### src/design/onewire_bus_master_assert.svh
// Assertion macros for the 1-Wire bus master.
// Both macros expect clk and rst_n in the scope where they are used.
`ifndef ONEWIRE_BUS_MASTER_ASSERT_SVH
`define ONEWIRE_BUS_MASTER_ASSERT_SVH

`ifndef ASSERT_OFF
`define OWBM_ASSERT(lbl, expr, msg) \
    lbl: assert property (@(posedge clk) disable iff (!rst_n) (expr)) else $error(msg);
`define OWBM_ASSERT_NEXT(lbl, ante, cons, msg) \
    lbl: assert property (@(posedge clk) disable iff (!rst_n) (ante) |=> (cons)) \
        else $error(msg);
`else
`define OWBM_ASSERT(lbl, expr, msg)
`define OWBM_ASSERT_NEXT(lbl, ante, cons, msg)
`endif

`endif

### src/design/owbm_pkg.sv
`default_nettype none

package owbm_pkg;

    localparam int COUNT_WIDTH = 10;
    localparam int CFG_WIDTH = 10;
    localparam int CFG_INDEX_WIDTH = 3;
    localparam int CMP_WIDTH = (COUNT_WIDTH > CFG_WIDTH) ? COUNT_WIDTH : CFG_WIDTH;

    typedef logic [COUNT_WIDTH-1:0] count_t;
    typedef logic [CFG_WIDTH-1:0] ticks_t;
    typedef logic [CFG_INDEX_WIDTH-1:0] cfg_index_t;
    typedef logic [2:0] kind_t;

    localparam count_t COUNT_MAX = '1;

    // Request kinds.
    localparam kind_t KIND_TICK  = 3'd0;
    localparam kind_t KIND_RESET = 3'd1;
    localparam kind_t KIND_WRITE = 3'd2;
    localparam kind_t KIND_READ  = 3'd3;
    localparam kind_t KIND_POWER = 3'd4;

    // Configuration register indexes.
    localparam cfg_index_t CFG_WRITE_ZERO_LOW = 3'd0;
    localparam cfg_index_t CFG_WRITE_ONE_LOW  = 3'd1;
    localparam cfg_index_t CFG_WRITE_SLOT     = 3'd2;
    localparam cfg_index_t CFG_READ_LOW       = 3'd3;
    localparam cfg_index_t CFG_READ_SAMPLE    = 3'd4;
    localparam cfg_index_t CFG_READ_RECOVERY  = 3'd5;
    localparam cfg_index_t CFG_RESET_LOW      = 3'd6;
    localparam cfg_index_t CFG_PRESENCE_WAIT  = 3'd7;

    typedef enum logic [2:0] {
        PH_IDLE,
        PH_WRITE,
        PH_RD_LOW,
        PH_RD_WAIT,
        PH_RD_REC,
        PH_RS_LOW,
        PH_RS_WAIT,
        PH_RS_REC
    } phase_t;

    typedef struct packed {
        ticks_t write_zero_low;
        ticks_t write_one_low;
        ticks_t write_slot;
        ticks_t read_low;
        ticks_t read_sample;
        ticks_t read_recovery;
        ticks_t reset_low;
        ticks_t presence_wait;
    } cfg_t;

    typedef struct packed {
        phase_t      phase;
        count_t      tick_count;
        logic [2:0]  bit_index;
        logic [7:0]  shift_byte;
        logic [1:0]  status_bits;
        logic        power_level;
        logic        line_drive;
        logic [7:0]  last_read;
    } state_t;

    localparam state_t STATE_RESET = '{
        phase:       PH_IDLE,
        tick_count:  '0,
        bit_index:   '0,
        shift_byte:  '0,
        status_bits: '0,
        power_level: 1'b1,
        line_drive:  1'b0,
        last_read:   '0
    };

    // An interval is over once the count reaches its length, or when the
    // counter has saturated.
    function automatic logic reached(count_t cnt, ticks_t len);
        logic [CMP_WIDTH-1:0] cnt_ext;
        logic [CMP_WIDTH-1:0] len_ext;
        cnt_ext = CMP_WIDTH'(cnt);
        len_ext = CMP_WIDTH'(len);
        return (cnt_ext >= len_ext) || (cnt == COUNT_MAX);
    endfunction

endpackage

`default_nettype wire

### src/design/onewire_bus_master.sv
// Channel   Direction  Handshake              Payload
// input     in         in_valid / in_ready    kind, data_byte, line_level
// output    out        out_valid / out_ready  drive_low, power_on, busy_res, done_res,
//                                             read_data, reset_status, rejected
// config    in         cfg_write_en           cfg_index, cfg_data
//
// Each request updates the bus state and its result lands in the output register at the
// same clock edge, so one request is accepted per cycle while the output is not held.
// in_ready drops only while the output register holds a result that out_ready refuses.
// After reset the bus state has the line released and the power level high (the result
// registers are not reset), and the timing registers hold their standard 1-Wire values.
`default_nettype none

module onewire_bus_master (
    input  wire logic                 clk,
    input  wire logic                 rst_n,
    input  wire logic                 in_valid,
    output logic                      in_ready,
    input  wire owbm_pkg::kind_t      kind,
    input  wire logic [7:0]           data_byte,
    input  wire logic                 line_level,
    output logic                      out_valid,
    input  wire logic                 out_ready,
    output logic                      drive_low,
    output logic                      power_on,
    output logic                      busy_res,
    output logic                      done_res,
    output logic [7:0]                read_data,
    output logic [1:0]                reset_status,
    output logic                      rejected,
    input  wire logic                 cfg_write_en,
    input  wire owbm_pkg::cfg_index_t cfg_index,
    input  wire owbm_pkg::ticks_t     cfg_data
);

`include "onewire_bus_master_assert.svh"

    owbm_pkg::cfg_t   cfg;
    owbm_pkg::state_t state_reg;
    owbm_pkg::state_t state_next;
    logic             step_done;
    logic             step_rejected;
    logic             in_accept;
    logic             cmd_busy;

    logic             out_valid_reg;
    logic             drive_low_reg;
    logic             power_on_reg;
    logic             busy_reg;
    logic             done_reg;
    logic [7:0]       read_data_reg;
    logic [1:0]       reset_status_reg;
    logic             rejected_reg;

    owbm_cfg u_cfg (
        .clk      (clk),
        .rst_n    (rst_n),
        .write_en (cfg_write_en),
        .index    (cfg_index),
        .data     (cfg_data),
        .cfg      (cfg)
    );

    owbm_step u_step (
        .cur        (state_reg),
        .cfg        (cfg),
        .kind       (kind),
        .data_byte  (data_byte),
        .line_level (line_level),
        .nxt        (state_next),
        .done       (step_done),
        .rejected   (step_rejected)
    );

    assign in_ready  = !out_valid_reg || out_ready;
    assign in_accept = in_valid && in_ready;

    assign cmd_busy = (state_reg.phase != owbm_pkg::PH_IDLE)
                   && (kind inside {owbm_pkg::KIND_RESET, owbm_pkg::KIND_WRITE,
                                    owbm_pkg::KIND_READ, owbm_pkg::KIND_POWER});

    always_ff @(posedge clk or negedge rst_n)
    begin
        if (!rst_n)
            state_reg <= owbm_pkg::STATE_RESET;
        else if (in_accept)
            state_reg <= state_next;
    end

    always_ff @(posedge clk or negedge rst_n)
    begin
        if (!rst_n)
            out_valid_reg <= 1'b0;
        else if (in_accept)
            out_valid_reg <= 1'b1;
        else if (out_ready)
            out_valid_reg <= 1'b0;
    end

    // The result shows the bus state after the request.
    always_ff @(posedge clk)
    begin
        if (in_accept)
        begin
            drive_low_reg    <= state_next.line_drive;
            power_on_reg     <= state_next.power_level;
            busy_reg         <= state_next.phase != owbm_pkg::PH_IDLE;
            done_reg         <= step_done;
            read_data_reg    <= state_next.last_read;
            reset_status_reg <= state_next.status_bits;
            rejected_reg     <= step_rejected;
        end
    end

    assign out_valid    = out_valid_reg;
    assign drive_low    = drive_low_reg;
    assign power_on     = power_on_reg;
    assign busy_res     = busy_reg;
    assign done_res     = done_reg;
    assign read_data    = read_data_reg;
    assign reset_status = reset_status_reg;
    assign rejected     = rejected_reg;

    `OWBM_ASSERT(a_ready_when_empty, !out_valid_reg |-> in_ready, "input stalled with empty output")
    `OWBM_ASSERT_NEXT(a_busy_reject, in_accept && cmd_busy, rejected_reg && busy_reg, "busy reject")
    `OWBM_ASSERT(a_done_idle, out_valid_reg && done_reg |-> !busy_reg, "done reported while still busy")
    `OWBM_ASSERT(a_drive_busy, out_valid_reg && drive_low_reg |-> busy_reg, "line pulled low while idle")

endmodule

`default_nettype wire

### src/design/owbm_cfg.sv
`default_nettype none

module owbm_cfg (
    input  wire logic                 clk,
    input  wire logic                 rst_n,
    input  wire logic                 write_en,
    input  wire owbm_pkg::cfg_index_t index,
    input  wire owbm_pkg::ticks_t     data,
    output owbm_pkg::cfg_t            cfg
);

    owbm_pkg::cfg_t cfg_reg;

    always_ff @(posedge clk or negedge rst_n)
    begin
        if (!rst_n)
        begin
            cfg_reg.write_zero_low <= owbm_pkg::CFG_WIDTH'(58);
            cfg_reg.write_one_low  <= owbm_pkg::CFG_WIDTH'(8);
            cfg_reg.write_slot     <= owbm_pkg::CFG_WIDTH'(64);
            cfg_reg.read_low       <= owbm_pkg::CFG_WIDTH'(5);
            cfg_reg.read_sample    <= owbm_pkg::CFG_WIDTH'(10);
            cfg_reg.read_recovery  <= owbm_pkg::CFG_WIDTH'(50);
            cfg_reg.reset_low      <= owbm_pkg::CFG_WIDTH'(500);
            cfg_reg.presence_wait  <= owbm_pkg::CFG_WIDTH'(100);
        end
        else if (write_en)
        begin
            case (index)
                owbm_pkg::CFG_WRITE_ZERO_LOW: cfg_reg.write_zero_low <= data;
                owbm_pkg::CFG_WRITE_ONE_LOW:  cfg_reg.write_one_low  <= data;
                owbm_pkg::CFG_WRITE_SLOT:     cfg_reg.write_slot     <= data;
                owbm_pkg::CFG_READ_LOW:       cfg_reg.read_low       <= data;
                owbm_pkg::CFG_READ_SAMPLE:    cfg_reg.read_sample    <= data;
                owbm_pkg::CFG_READ_RECOVERY:  cfg_reg.read_recovery  <= data;
                owbm_pkg::CFG_RESET_LOW:      cfg_reg.reset_low      <= data;
                owbm_pkg::CFG_PRESENCE_WAIT:  cfg_reg.presence_wait  <= data;
                default: ;
            endcase
        end
    end

    assign cfg = cfg_reg;

endmodule

`default_nettype wire

### src/design/owbm_step.sv
`default_nettype none

module owbm_step (
    input  wire owbm_pkg::state_t cur,
    input  wire owbm_pkg::cfg_t   cfg,
    input  wire owbm_pkg::kind_t  kind,
    input  wire logic [7:0]       data_byte,
    input  wire logic             line_level,
    output owbm_pkg::state_t      nxt,
    output logic                  done,
    output logic                  rejected
);

    owbm_pkg::phase_t phase_next;
    owbm_pkg::count_t tick_inc;
    owbm_pkg::ticks_t low_len;
    owbm_pkg::ticks_t phase_len;
    logic             busy;
    logic             is_cmd;
    logic             tick_run;
    logic             interval_end;
    logic             last_bit;

    assign busy     = cur.phase != owbm_pkg::PH_IDLE;
    assign is_cmd   = kind inside {owbm_pkg::KIND_RESET, owbm_pkg::KIND_WRITE,
                                   owbm_pkg::KIND_READ, owbm_pkg::KIND_POWER};
    assign rejected = is_cmd && busy;
    assign tick_run = (kind == owbm_pkg::KIND_TICK) && busy;
    assign last_bit = cur.bit_index == '1;

    assign tick_inc = (cur.tick_count == owbm_pkg::COUNT_MAX)
                    ? cur.tick_count : cur.tick_count + owbm_pkg::count_t'(1);

    assign low_len = cur.shift_byte[cur.bit_index] ? cfg.write_one_low
                                                   : cfg.write_zero_low;

    always_comb
    begin
        case (cur.phase)
            owbm_pkg::PH_WRITE:   phase_len = cfg.write_slot;
            owbm_pkg::PH_RD_LOW:  phase_len = cfg.read_low;
            owbm_pkg::PH_RD_WAIT: phase_len = cfg.read_sample;
            owbm_pkg::PH_RD_REC:  phase_len = cfg.read_recovery;
            owbm_pkg::PH_RS_LOW:  phase_len = cfg.reset_low;
            owbm_pkg::PH_RS_WAIT: phase_len = cfg.presence_wait;
            owbm_pkg::PH_RS_REC:  phase_len = cfg.reset_low;
            default:              phase_len = cfg.reset_low;
        endcase
    end

    assign interval_end = owbm_pkg::reached(tick_inc, phase_len);

    // Next phase.
    always_comb
    begin
        phase_next = cur.phase;
        if (!busy)
        begin
            case (kind)
                owbm_pkg::KIND_RESET: phase_next = owbm_pkg::PH_RS_LOW;
                owbm_pkg::KIND_WRITE: phase_next = owbm_pkg::PH_WRITE;
                owbm_pkg::KIND_READ:  phase_next = owbm_pkg::PH_RD_LOW;
                default:              phase_next = cur.phase;
            endcase
        end
        else if (tick_run && interval_end)
        begin
            case (cur.phase)
                owbm_pkg::PH_WRITE:
                    phase_next = last_bit ? owbm_pkg::PH_IDLE : owbm_pkg::PH_WRITE;
                owbm_pkg::PH_RD_LOW:  phase_next = owbm_pkg::PH_RD_WAIT;
                owbm_pkg::PH_RD_WAIT: phase_next = owbm_pkg::PH_RD_REC;
                owbm_pkg::PH_RD_REC:
                    phase_next = last_bit ? owbm_pkg::PH_IDLE : owbm_pkg::PH_RD_LOW;
                owbm_pkg::PH_RS_LOW:  phase_next = owbm_pkg::PH_RS_WAIT;
                owbm_pkg::PH_RS_WAIT: phase_next = owbm_pkg::PH_RS_REC;
                owbm_pkg::PH_RS_REC:  phase_next = owbm_pkg::PH_IDLE;
                default:              phase_next = cur.phase;
            endcase
        end
    end

    // Counter, shift register, line drive and status.
    always_comb
    begin
        nxt       = cur;
        nxt.phase = phase_next;
        done      = 1'b0;
        if (!busy)
        begin
            case (kind)
                owbm_pkg::KIND_RESET:
                begin
                    nxt.status_bits = '0;
                    nxt.tick_count  = '0;
                    nxt.line_drive  = 1'b1;
                end
                owbm_pkg::KIND_WRITE:
                begin
                    nxt.shift_byte = data_byte;
                    nxt.bit_index  = '0;
                    nxt.tick_count = '0;
                    nxt.line_drive = 1'b1;
                end
                owbm_pkg::KIND_READ:
                begin
                    nxt.shift_byte = '0;
                    nxt.bit_index  = '0;
                    nxt.tick_count = '0;
                    nxt.line_drive = 1'b1;
                end
                owbm_pkg::KIND_POWER:
                    nxt.power_level = data_byte[0];
                default: ;
            endcase
        end
        else if (tick_run)
        begin
            nxt.tick_count = tick_inc;
            case (cur.phase)
                owbm_pkg::PH_WRITE:
                begin
                    if (owbm_pkg::reached(tick_inc, low_len))
                        nxt.line_drive = 1'b0;
                    if (interval_end)
                    begin
                        if (last_bit)
                        begin
                            nxt.line_drive = 1'b0;
                            done           = 1'b1;
                        end
                        else
                        begin
                            nxt.bit_index  = cur.bit_index + 3'd1;
                            nxt.tick_count = '0;
                            nxt.line_drive = 1'b1;
                        end
                    end
                end
                owbm_pkg::PH_RD_LOW, owbm_pkg::PH_RS_LOW:
                begin
                    if (interval_end)
                    begin
                        nxt.line_drive = 1'b0;
                        nxt.tick_count = '0;
                    end
                end
                owbm_pkg::PH_RD_WAIT:
                begin
                    if (interval_end)
                    begin
                        nxt.shift_byte[cur.bit_index] =
                            cur.shift_byte[cur.bit_index] | line_level;
                        nxt.tick_count = '0;
                    end
                end
                owbm_pkg::PH_RD_REC:
                begin
                    if (interval_end)
                    begin
                        if (last_bit)
                        begin
                            nxt.last_read = cur.shift_byte;
                            done          = 1'b1;
                        end
                        else
                        begin
                            nxt.bit_index  = cur.bit_index + 3'd1;
                            nxt.tick_count = '0;
                            nxt.line_drive = 1'b1;
                        end
                    end
                end
                owbm_pkg::PH_RS_WAIT:
                begin
                    if (interval_end)
                    begin
                        // A high line at the check means no slave answered.
                        if (line_level)
                            nxt.status_bits[0] = 1'b1;
                        nxt.tick_count = '0;
                    end
                end
                owbm_pkg::PH_RS_REC:
                begin
                    if (interval_end)
                    begin
                        if (!line_level)
                            nxt.status_bits[1] = 1'b1;
                        done = 1'b1;
                    end
                end
                default: ;
            endcase
        end
    end

endmodule

`default_nettype wire
### config.mk
export PLATFORM = sky130hd
export DESIGN_NAME = onewire_bus_master
export DESIGN_NICKNAME = d
export VERILOG_FILES = /design/src/design/owbm_pkg.sv /design/src/design/onewire_bus_master.sv /design/src/design/owbm_cfg.sv /design/src/design/owbm_step.sv
export VERILOG_INCLUDE_DIRS = /design/src /design/src/design
export SDC_FILE = /design/constraint.sdc
export NUM_CORES = 1
export LEC_CHECK = 0
export BUFFER_PORTS_ARGS = -buffer_cell sky130_fd_sc_hd__buf_4
export CORE_ASPECT_RATIO = 0.9
export CORE_MARGIN = 4
export CORE_UTILIZATION = 35
export CTS_BUF_LIST = sky130_fd_sc_hd__clkbuf_8
export CTS_CLUSTER_DIAMETER = 60
export DETAILED_ROUTE_END_ITERATION = 16
export GPL_ROUTABILITY_DRIVEN = 0
export GPL_TIMING_DRIVEN = 0
export PLACE_DENSITY = 0.59
export SYNTH_ARGS = -nofsm -noshare
export SYNTH_HDL_FRONTEND = slang
export SYNTH_SLANG_ARGS = --single-unit
### constraint.sdc
create_clock -name clk -period 5.6 [get_ports clk]
set_input_delay 0 -clock clk [delete_from_list [all_inputs] [get_ports clk]]
set_output_delay 0 -clock clk [all_outputs]
set_load 0.005 [all_outputs]
After elaboration in Yosys (flattened, before gate mapping)
Index checks and enable logic that the tools add are counted.
Operators by class
  $add $sub $neg: 2
  magnitude comparators: 4
  equal/unequal tests: 26
  multiplexer cells: 53
  bitwise logic cells: 1
  reduce and logical (&&, ||, !) cells: 33
Operators by type and width (count)
  $pmux W10 S5: 1
  $mux W23: 2
  $mux W10: 4
  $mux W8: 5
  $eq A3 B3 Y1 const B: 10
  $mux W13: 2
  $mux W1: 23
  $pmux W11 S2: 1
  $pmux W3 S7: 1
  $eq A10 B10 Y1 const B: 2
  $ge A10 B10 Y1: 2
  $pmux W10 S2: 1
  $eq A3 B2 Y1 const B: 6
  $mux W9: 2
  $reduce_and A2 Y1: 9
  $add A10 B1 Y10 const B: 1
  $ne A2 B2 Y1 const B: 5
  $eq A3 B1 Y1 const B: 3
  $mux W3: 3
  $pmux W3 S3: 1
  $reduce_bool A3 Y1: 3
  $bwmux W8: 1
  $logic_not A3 Y1: 2
  $reduce_and A6 Y1: 1
  other kinds (19): 28
Word-level totals
  bits in registers: 132
  logic and storage cells: 143

Depth between registers and ports, before layout
  depth after elaboration: 10
  mapped depth: 18
  depth with buffers taken out: 14

Hierarchy
A second synthesis with hierarchy kept.
Unflattened totals
  cell total of the unflattened synthesis: 653
  area, all modules: 7747.4 um^2
Modules (own cells, without submodules)
  owbm_cfg: instances 1, cells each 175, area an instance 3190.6 um^2, seq. area each 2029.4 um^2
  owbm_step: instances 1, cells each 382, area an instance 2590.0 um^2, seq. area each 0.0 um^2
  onewire_bus_master: instances 1, cells each 96, area an instance 1966.9 um^2, seq. area each 1377.6 um^2

Least setup slack after synthesis
No wires, ideal clock.
  path type: reg2reg
  from: reg state_reg[34] in the netlist's numbering
  to: reg state_reg[0] in the netlist's numbering
  setup time: 0.125 ns
  data arrival time: 3.934 ns
  setup slack: 1.540 ns
  stages on the path, launching flop included: 18
  buffers on the path: 6
  period minus slack after synthesis: 4.060 ns
  cell sequence: dfrtp_1 > clkbuf_1 > buf_1 > clkbuf_1 > mux2i_1 > o22ai_1 > a21oi_1 > ha_1 > a211oi_1 > o21ai_0 > a221o_1 > or2_1 > buf_6 > and3_4 > buf_8 > and2_4 > buf_12 > mux2_4
Between the ends
  longest elaborated chain between the ends: 8
  elaborated cells on any way between the ends: 14
  classes of those cells: 1 x order compare; 5 x eq/ne; 5 x mux; 3 x reduce/logical
RTL lines
  start, declared: RTL line onewire_bus_master.sv:39  | owbm_pkg::state_t state_reg;
  start signal, assigned: RTL line onewire_bus_master.sv:85  | state_reg <= owbm_pkg::STATE_RESET;
  start signal, assigned: RTL line onewire_bus_master.sv:87  | state_reg <= state_next;
  $eq A3 B3 Y1, or another cell as far along: RTL line owbm_step.sv:39  | case (cur.phase)
  $pmux W10 S5: RTL line owbm_step.sv:39
  $ge A10 B10 Y1: RTL line owbm_pkg.sv:85  | return (cnt_ext >= len_ext) || (cnt == COUNT_MAX);
  $logic_or A1 B1 Y1: RTL line owbm_pkg.sv:85
  $mux W9: RTL line owbm_step.sv:159  | if (interval_end)
  $mux W8: RTL line owbm_step.sv:120  | case (cur.phase)
  $mux W9: RTL line owbm_step.sv:117  | else if (tick_run)
  $mux W8 *: RTL line owbm_step.sv:89  | if (!busy)
Mark *: on every way between the ends. The rest lies on a longest branch, timed or not.
A chain may end at the register's enable or synchronous reset.

Worst setup path in the final report
  from: reg state_reg[34] in the netlist's numbering
  to: reg state_reg[3] in the netlist's numbering
Same word-level chain as after synthesis.

==> results_dict.tcl <==
set metrics [dict create \
    status "completed" \
    power_mw 3.17 \
    critPathMaxFanout 10 \
    die_h_um 144 \
    period_minus_slack_ns 5.15 \
    use_met1_pct 22.8 \
    r2r_end "state_reg[3]$_DFFE_PN0P_" \
    rr_worst_depth 17 \
    worst_pin_slew_ns 1.08 \
    grt_pass1_wl_um 28900 \
    fp.dieArea_sq_mm 0.0228 \
    dr.pass1.iters 6 \
    syn-num-nets 669 \
    met3_usage_pct 3.82 \
    antenna_found_initial 0 \
    coreArea_sq_mm 0.0200 \
    tns_ns 0 \
    via_count 5438 \
    finalSetupViolCount 0 \
    syn_avg_cell_area_sq_um 11.6 \
    synthTopCellsByCount "mux2_2 (99), dfrtp_1 (94), nand2_1 (44)" \
    drive_gt1_share_pct 31.9 \
    cts_tree "built" \
    synth_top_family_by_area "multiplexers" \
    cts_buffer_depth 2 \
    ys.warnings.count 0 \
    yosys.area_share.simple_pct 10.3 \
    yosys.area.top_type "dfrtp_1" \
    maxCapViolCount 0 \
    start_kind "register" \
    synth_top_area_share_pct 32.9 \
    initial_core_util_pct 35.6 \
    regArea_sq_mm 0.00341 \
    synth-main-ff-cell "dfrtp_1" \
    largest_register_ffs 80 \
    muxShareOfSynthArea_pct 20.2 \
    grt_usage_pct 16.4 \
    die_w_um 159 \
    synth_cell_types 72 \
    ff2ff_setup_slack_ns 0.45 \
    yosysSeqAreaShare_pct 47.7 \
    wl_um 18200 \
    post_drt_wl_per_cell_um 18.7 \
    cts-buffers-inserted 17 \
    startpoint "state_reg[34]$_DFFE_PN0P_" \
    peakVddDrop_v 0.000193 \
    cts_setup_buffers 0 \
    ys_async_sr_fraction_pct 88.6 \
    viasPerCell 5.59 \
    clock_sinks 132 \
    use_met2_pct 25.6 \
    ys_seq_elements 132 \
    port_buffers 44 \
    clkTransAtPathRegs_ns 0.08 \
    root_buffer "clkbuf_8" \
    syn_to_final_growth_pct 19.2 \
    synth_compound_area_share_pct 14.2 \
    grt_max_degree 75 \
    grt_pass1_vias 5299 \
    powerDensity_mw_per_mm2 373 \
    grt-ovfl-total 0 \
    end_kind "register" \
    slew-limit-headroom_pct 27.6 \
    slew_viol_final 0 \
    insertedDiodeCount 0 \
    drtIter0Drc 368 \
    required_ns 5.94 \
    multiInputGateArea_sq_mm 0.00351 \
    syn_area_sq_mm 0.00715 \
    synth_most_common_cell "mux2_2" \
    synthAdderAreaFrac_pct 4.17 \
    fin_worst_skew_ns 0.0112 \
    rsz0062_at_grt "false" \
    rows 49 \
    final_hold_viol_count 0 \
    busiest_layer "met2" \
    synth-xor-area-share_pct 0.245 \
    syn_inst 616 \
    yosys-top-cells-area "dfrtp_1 (33%), mux2_2 (16%), dfstp_2 (8.5%), edfxtp_1 (6.3%), ha_1 (4.0%)" \
    leakagePower_nw 3.73 \
    endpoint "state_reg[3]$_DFFE_PN0P_" \
    finalCritPeriodShare_pct 92.0 \
    arrival_ns 5.50 \
    htree_levels 4 \
    antenna_left 0 \
    fmax_mhz 194 \
    critical_path_class "reg -> reg" \
    io-pin-count 47 \
    fillers 1877 \
    place_hpwl_um 12800 \
    drcViolationCount 0 \
    hp-class "in -> async" \
    synth_edf_count 15 \
    rr_startpoint "state_reg[34]$_DFFE_PN0P_" \
    nets 758 \
    clk-insertion-delay-late_ns 0.46 \
]
## metal layers
metal,share of wire (%),vias up
met5,0,-
met4,1.1,0
met3,4.9,17
met2,47,157
met1,46,2757
li1,-,2507
## layout make-up
type | count | area share [%]
multi-input cells | 439 | 41.2
flip-flops and latches | 132 | 40.0
repair buffers | 70 | 7.07
well taps | 255 | 3.75
clock buffers | 20 | 3.23
plain buffers | 34 | 2.26
clock inverters | 12 | 2.04
inverters | 11 | 0.485
## critical path, stage by stage (launching register included)
cell	delay (ns)
dfrtp_1	0.37
clkbuf_1	0.40
buf_1	0.66
clkbuf_1	0.60
mux2i_1	0.26
o22ai_1	0.10
a21oi_1	0.27
ha_1	0.30
a211oi_1	0.18
o21ai_0	0.13
a221o_1	0.44
or2_1	0.26
buf_6	0.14
and3_4	0.17
buf_8	0.14
and2_4	0.16
buf_12	0.15
mux2_4	0.30
## where the power goes
group          internal, mW  switching (mW)  total [mW]
Combinational         0.432           0.564       0.996
Clock                 0.521           0.392       0.913
Sequential             1.16           0.101        1.27
## through the flow
step / worst slack, ns / utilization, % / hold slack (ns) / instance area [sq um] / std cells
final: 0.445 / 42.5 / 0.0224 / 8520 / 973
after global routing: 0.214 / 42.5 / 0.0592 / 8520 / 973
after CTS: 0.497 / 42.5 / 0.0206 / 8520 / 973
after detailed placement: 0.500 / 39.1 / -0.0493 / 7840 / 918
after global placement: 0.531 / 38.9 / 0.208 / 7800 / 915
after floorplan: 1.54 / - / -0.296 / 7150 / 616
## placed cells by master, fill, tap and decap left out, types with 8 or more instances in the layout
cell,instances
nand2b_1,11
a22o_1,17
o21ai_0,26
clkbuf_1,22
clkbuf_8,20
dlygate4sd3_1,23
mux2_4,8
nand3_1,14
nor3_1,12
o22ai_1,9
mux2i_1,21
inv_1,10
a21oi_1,31
nand2_1,44
buf_4,47
dfstp_2,23
edfxtp_1,15
dfrtp_1,94
ha_1,23
nor2_1,21
mux2_2,99
## cells by family (layout without fill, tap and decap cells)
kind of cell	after synthesis	in the layout
AO/OA/AOI/OAI	145	145
AND/OR/NAND/NOR	140	140
flip-flops	132	132
multiplexers	128	128
buffers and inverters	45	147
adder cells (fa/ha/maj)	24	24
XOR/XNOR	2	2
## worst min path at each step
stage / start / end / slack [ns] / depth (start not counted)
after global routing: rst_n / u_cfg.cfg[23]$_DFFE_PN0P_ / 0.06 / 2
after global placement: in_valid / out_valid$_DFFE_PN0P_ / 0.21 / 2
after detailed placement: rst_n / u_cfg.cfg[9]$_DFFE_PN0P_ / -0.05 / 1
final: rst_n / u_cfg.cfg[23]$_DFFE_PN0P_ / 0.02 / 2
after floorplan: rst_n / out_valid$_DFFE_PN0P_ / -0.30 / 0
after CTS: rst_n / u_cfg.cfg[9]$_DFFE_PN0P_ / 0.02 / 2
## what timing repair did
item                                    4_1_cts  5_1_grt
resized for setup                             0        0
hold buffers                                 23        0
endpoints found under the setup margin        0        0
endpoints found under the hold margin       203        0
Power figures use the tool's default switching activity.
